**config.mk**
```make
export PLATFORM = sky130hd
export DESIGN_NAME = wfq_front
export DESIGN_NICKNAME = d
export VERILOG_FILES = /design/src/sv/wfq_pkg.sv /design/src/sv/wfq_front.sv
export SDC_FILE = /design/constraint.sdc
export NUM_CORES = 1
export LEC_CHECK = 0
export BUFFER_PORTS_ARGS = -buffer_cell sky130_fd_sc_hd__buf_2
export CORE_ASPECT_RATIO = 1.1
export CORE_MARGIN = 2
export CORE_UTILIZATION = 58
export CTS_CLUSTER_DIAMETER = 150
export DETAILED_ROUTE_END_ITERATION = 8
export PLACE_DENSITY = 0.79
export SLEW_MARGIN = 30
export SYNTH_ARGS = -nofsm -noshare
export SYNTH_HDL_FRONTEND = slang
export SYNTH_SLANG_ARGS = --single-unit
```
**constraint.sdc**
```tcl
create_clock -name clk -period 5.6 [get_ports clk]
set_input_delay 1.12 -clock clk [delete_from_list [all_inputs] [get_ports clk]]
set_output_delay 1.12 -clock clk [all_outputs]
set_load 0.02 [all_outputs]
```
**src/sv/wfq_pkg.sv**
```systemverilog
// shared types, constants and the arctangent table for the flow q-vector block
`default_nettype none
package wfq_pkg;

  localparam int ANGLE_BITS_DEF    = 16;
  localparam int CORDIC_STAGES_DEF = 16;
  localparam int SUM_BITS_DEF      = 40;

  localparam int TABLE_LEN   = 24;
  localparam int ITER_BITS   = 5;
  localparam int GAIN_BITS   = 30;
  localparam logic [GAIN_BITS-1:0] GAIN_Q30 = 30'h26DD3B6A;
  localparam int MAG_BITS    = 40;
  localparam int QUEUE_DEPTH = 4;
  localparam int QPTR_BITS   = 2;
  localparam int CFG_DATA_BITS  = 4;
  localparam int CFG_INDEX_BITS = 1;

  localparam logic [CFG_INDEX_BITS-1:0] REG_HARMONIC_ORDER = 1'd0;
  localparam logic [CFG_INDEX_BITS-1:0] REG_WEIGHT_ENABLE  = 1'd1;

  typedef struct packed {
    logic        has_track;
    logic [15:0] angle;
    logic [15:0] momentum;
    logic [15:0] track_weight;
    logic        event_end;
  } item_t;

  function automatic logic [31:0] atan_angle(input logic [ITER_BITS-1:0] i);
    logic [31:0] r;
    case (i)
      5'd0:  r = 32'h20000000;
      5'd1:  r = 32'h12E4051E;
      5'd2:  r = 32'h09FB385B;
      5'd3:  r = 32'h051111D4;
      5'd4:  r = 32'h028B0D43;
      5'd5:  r = 32'h0145D7E1;
      5'd6:  r = 32'h00A2F61E;
      5'd7:  r = 32'h00517C55;
      5'd8:  r = 32'h0028BE53;
      5'd9:  r = 32'h00145F2F;
      5'd10: r = 32'h000A2F98;
      5'd11: r = 32'h000517CC;
      5'd12: r = 32'h00028BE6;
      5'd13: r = 32'h000145F3;
      5'd14: r = 32'h0000A2FA;
      5'd15: r = 32'h0000517D;
      5'd16: r = 32'h000028BE;
      5'd17: r = 32'h0000145F;
      5'd18: r = 32'h00000A30;
      5'd19: r = 32'h00000518;
      5'd20: r = 32'h0000028C;
      5'd21: r = 32'h00000146;
      5'd22: r = 32'h000000A3;
      5'd23: r = 32'h00000051;
      default: r = 32'h0;
    endcase
    return r;
  endfunction

endpackage
`default_nettype wire

```
**src/sv/wfq_front.sv**
```systemverilog
// front end: takes input beats, forms the harmonic angle and queues the items
`default_nettype none
module wfq_front #(
  parameter int ANGLE_BITS = wfq_pkg::ANGLE_BITS_DEF
) (
  input  wire logic        clk,
  input  wire logic        rst,
  input  wire logic        in_valid,
  output logic             in_ready,
  input  wire logic        has_track,
  input  wire logic [15:0] azimuth,
  input  wire logic [15:0] momentum,
  input  wire logic [15:0] track_weight,
  input  wire logic        event_end,
  input  wire logic [3:0]  harmonic_order,
  output logic             item_valid,
  output wfq_pkg::item_t   item,
  input  wire logic        pop
);

  localparam int DROP16 = (ANGLE_BITS >= 16) ? 0 : 16 - ANGLE_BITS;

  wfq_pkg::item_t q_mem [wfq_pkg::QUEUE_DEPTH];
  logic [wfq_pkg::QPTR_BITS-1:0] wr_ptr;
  logic [wfq_pkg::QPTR_BITS-1:0] rd_ptr;
  logic [wfq_pkg::QPTR_BITS:0]   count;
  logic [19:0] harm;
  logic [15:0] angle;
  logic push;
  wfq_pkg::item_t new_item;

  assign harm  = 20'(harmonic_order) * 20'(azimuth);
  assign angle = (harm[15:0] >> DROP16) << DROP16;
  assign in_ready   = (count != (wfq_pkg::QPTR_BITS+1)'(wfq_pkg::QUEUE_DEPTH));
  assign push       = in_valid & in_ready;
  assign item_valid = (count != '0);
  assign item       = q_mem[rd_ptr];

  always_comb begin
    new_item.has_track    = has_track;
    new_item.angle        = angle;
    new_item.momentum     = momentum;
    new_item.track_weight = track_weight;
    new_item.event_end    = event_end;
  end

  always_ff @(posedge clk) begin
    if (push) begin
      q_mem[wr_ptr] <= new_item;
    end
  end

  always_ff @(posedge clk) begin
    if (rst) begin
      wr_ptr <= '0;
      rd_ptr <= '0;
      count  <= '0;
    end else begin
      if (push) begin
        wr_ptr <= wr_ptr + 1'b1;
      end
      if (pop) begin
        rd_ptr <= rd_ptr + 1'b1;
      end
      if (push && !pop) begin
        count <= count + 1'b1;
      end else if (pop && !push) begin
        count <= count - 1'b1;
      end
    end
  end

endmodule
`default_nettype wire

```
# Word level (Yosys, flattened, before mapping)
# Memory sizes are Yosys's and may differ from the RTL's. A register that Yosys moved wholly into a read port is not among the register bits.
# Cells that the tools add are included.
# classes
n_addsub	4
multipliers	1
n_eq_ne	1
n_mux	6
n_bitwise	1
reduce_logical	6
# ops
op	n
multiplier 4 x 16 -> 16 bit	1
2-to-1 mux 3 bit	2
adder 2 x 1 -> 2 bit, second input constant	2
2-to-1 mux 2 bit	2
adder 3 x 1 -> 3 bit, second input constant	1
inequality test 3 bit, second input constant	1
nonzero test 3 bit	1
subtractor 3 x 1 -> 3 bit, second input constant	1
logical AND 1 bit	2
logical NOT 1 bit	2
2-to-1 mux 1 bit	2
nonzero test 2 bit	1
AND 1 bit	1
# word_totals
register_bits	7
ram_bits	200
input_bits	58
out_inout_bits	52
word_cells	23
mem_count	1
# memory_table
memory	words	width	read_ports	rd_clocked_by_memory_dff	wr	line_no	source
q_mem	4	50	1	1	1	wfq_front.sv:23	wfq_pkg::item_t q_mem [wfq_pkg::QUEUE_DEPTH];

# Longest topological paths before layout
# depth
depth_word	6
ltp_mapped	14
ltp_nobuf	12

# Least setup slack after synthesis
# OpenSTA, ideal clock, no wires.
# synth_timing
path_type	input to register
from	input port harmonic_order[3]
to	memory q_mem[0][46] (netlist bit), data pin
setup_time_ns	0.230
t_arrival_ns	4.003
t_required_ns	5.370
slack_ns	1.367
path_stages	13
path_buffers	1
cell_sequence	clkbuf_1 > and2_1 > fa_1 > inv_1 > fa_1 > inv_1 > ha_1 > a21o_1 > a21oi_2 > a21oi_2 > o21ai_2 > or4b_1 > o311ai_1
# synth_via
elab_chain_len	1
# synth_lines
item	line_no	source
start: declaration	wfq_front.sv:15	input wire logic [3:0] harmonic_order,
multiplier 4 x 16 -> 16 bit	wfq_front.sv:32	assign harm = 20'(harmonic_order) * 20'(azimuth);
named net harm[13]	wfq_front.sv:27	logic [19:0] harm;
end: declaration	wfq_front.sv:23	
# The timed path passes the listed nets, and every way through them passes these cells.

# Final worst setup path
# layout_timing
from	input port harmonic_order[3]
to	memory q_mem[3][46] (netlist bit), data pin
# The elaborated chain is that of the path after synthesis.

==> run metrics <==
hold path start=count[2]; worst min path class=flip-flop to flip-flop; final hold violations=0; Max Cap Viol=0; top cells by area, synth=edfxtp_1 (64%), mux4_2 (12%), fa_1 (5.6%); Clock Sinks=~210; CTS tree=done; die height=137 um; number of post-CTS setup repair buffers=0; crit path launch type=input pin; Root Buffer Master=clkbuf_16; clk buf depth=3; hold buffer count at cts=0; Yosys top cell area share=between 60% and 70%; relative slew slack=between 50% and 60%; Synth Flop Type=edfxtp_1; Fmax=around 250 MHz; Area Growth Syn to Fin=14.4%; worst skew pair latency=between 0.4 and 0.5 ns; FF-to-FF End=count[2]; routability cong.=about 0.8; Leak Pwr=3.93 nW; CP Class=input pin to flip-flop; CTS Buf Count=19; Final period util=between 70% and 80%; Die ar.=about 17000 um^2; nets@finish=approximately 750; DRC=0; crit path buf inv count=3; flops & latches, synth=209; Clock Pin Slew Worst Setup and Hold Paths=~0.06 ns; Core Area=15700 um^2; Worst Hold Depth=2; post-synth top area cell=edfxtp_1; first-pass GRT wire length=approximately 26 mm; WL per Instance=~19 um; placed insts=around 830; sequential-to-total area share from yosys stat=between 60% and 70%; Worst path max stage delay=roughly 0.54 ns; Min Hold Slack=roughly 0.53 ns; RSZ-0062 raised after global routing=false; slowest CP cell=fa_1; Post-Syn Instances=530; grt ovf=0; H-tree levels=1; worst slew pin tran=0.648 ns; Tot Pwr=0.00412 W; DR iter-0 viols=about 330; CP endpoint kind=flip-flop; worst reg-to-reg setup slack=roughly 3.3 ns; Cell variety after synth=36; Row Count=48; total negative slack=0 ns; antenna violation net count after detailed routing=0; # IOs=110; Fillers=between 1000 and 1500; largest net degree at the start of global routing=39; CP required=between 5 and 6 ns; post-DR vias/cell=between 5 and 6; initial antenna violation count=1; status=finished, final reports clean; most frequent cell after synthesis=edfxtp_1; Clock Skews=0.00735 ns; Mapped Nets=~640; non-filler cells, final=859; Pwr Density=about 390 nW/um^2; final period demand of the worst path=between 4 and 5 ns; post-CTS resize count=0; EDFF count, synth=200; Total GRT Usage=around a fifth; Initial Util=59.4%; Pins Over Slew Limit=0; Setup Viol. Count Final=0; Post-Syn Area per Cell=roughly 18 um^2; worst r2r src=count[0]; Worst Hold End=count[2]; vias=4774; fraction of registers with async set/reset=0%; FF-to-FF path depth=9; Levels on crit path=13; Worst path top cell family by delay=adder cells; port bufs=109; vias in the first global route=5136; commonest cells in the synthesized netlist=edfxtp_1 (200), inv_1 (55), mux4_2 (50); Yosys warning total=0; HPWL Detailed=10.9 mm; DRT Wirelength=15.9 mm; Peak VDD IR=about 0.0002 V; chip width=roughly 120 um; drt first pass iters=4; Mapped Area=approximately 9300 um^2; critical path arrival=4.23 ns; critical path peak fanout=13; layout cell share with drive strength beyond 1=a little under a third; crit-path cells=buf_2, and2_1, fa_1, inv_1, fa_1, inv_1, ha_1, a21o_1, a21oi_2, a21oi_2, o21ai_2, or4b_1, o311ai_1
==> metrics by stage <==
| stage | worst slack (ns) | utilization [%] | cell area, um^2 |
|---|---|---|---|
| global placement | 1.25 | 64.3 | 10100 |
| CTS | 1.56 | 68.0 | 10700 |
| global route | 1.42 | 68.0 | 10700 |
| detailed placement | 1.07 | 64.4 | 10100 |
| finish | 1.58 | 68.0 | 10700 |
| floorplan | 1.37 | - | 9310 |
==> worst min-delay path, cell delays in order (launching register included) <==
cell	delay, ns
dfxtp_1	0.34
o21ai_0	0.08
a21oi_1	0.06
==> layout by cell type, fill, tap and decap left out, types with 2 or more instances in the layout <==
cell	n
inv_1	55
clkbuf_1	4
buf_4	5
buf_2	109
or3_1	2
a21oi_2	3
o21a_1	2
dfxtp_1	7
o21ai_0	4
edfxtp_1	200
xor2_1	5
a21oi_1	13
nor2_1	15
and2_1	41
clkbuf_16	19
xnor2_1	15
nand3_1	2
mux4_2	50
clkinv_1	6
a21o_1	3
ha_1	21
nand2_1	23
clkinv_2	2
nand4_1	3
and3_2	4
fa_1	26
==> logic make-up after synthesis <==
group           synth area share (%)
flops                           66.4
simple gates                    5.37
buf+inv                         3.09
mux                             12.2
fa+ha+maj                       8.41
compound gates                  2.61
xor+xnor                        1.88
==> power breakdown <==
group / internal (W) / switching (W)
logic: 0.000362 / 0.000549
registers: 0.00197 / 0.0000620
clock network: 0.000668 / 0.000507
total: 0.00300 / 0.00112
==> cell type report <==
type	count	area, um^2	share of cell area (%)
antenna	1	2.50	0.0235
clock buffer	23	490	4.60
clock inverter	10	70.1	0.658
inverter	55	206	1.94
multi-input combinational	246	2840	26.7
sequential	209	6190	58.1
tap	200	250	2.35
timing repair buffer	115	603	5.66
==> state kept, by name, summed over array words and instances, names as in the netlist, named ones only <==
signal,cells
rd_ptr,2
wr_ptr,2
q_mem,200
count,3
==> routing by layer <==
metal / GRT usage (%) / wire (um) / vias up
met4: 6.30 / 323 / 0
met5: 0 / 0 / -
li1: - / - / 2203
met2: 35.2 / 8190 / 159
met1: 24.5 / 6510 / 2389
met3: 2.19 / 926 / 23
==> how the worst max path moves through the flow <==
stage,start,endpoint,slack (ns)
detailed placement,harmonic_order[3],q_mem[3][46],1.07
global route,harmonic_order[3],q_mem[3][46],1.42
floorplan,harmonic_order[3],q_mem[0][46],1.37
CTS,harmonic_order[3],q_mem[3][46],1.56
global placement,harmonic_order[3],q_mem[0][46],1.25
finish,harmonic_order[3],q_mem[3][46],1.58
Power figures use the tool's default switching activity.
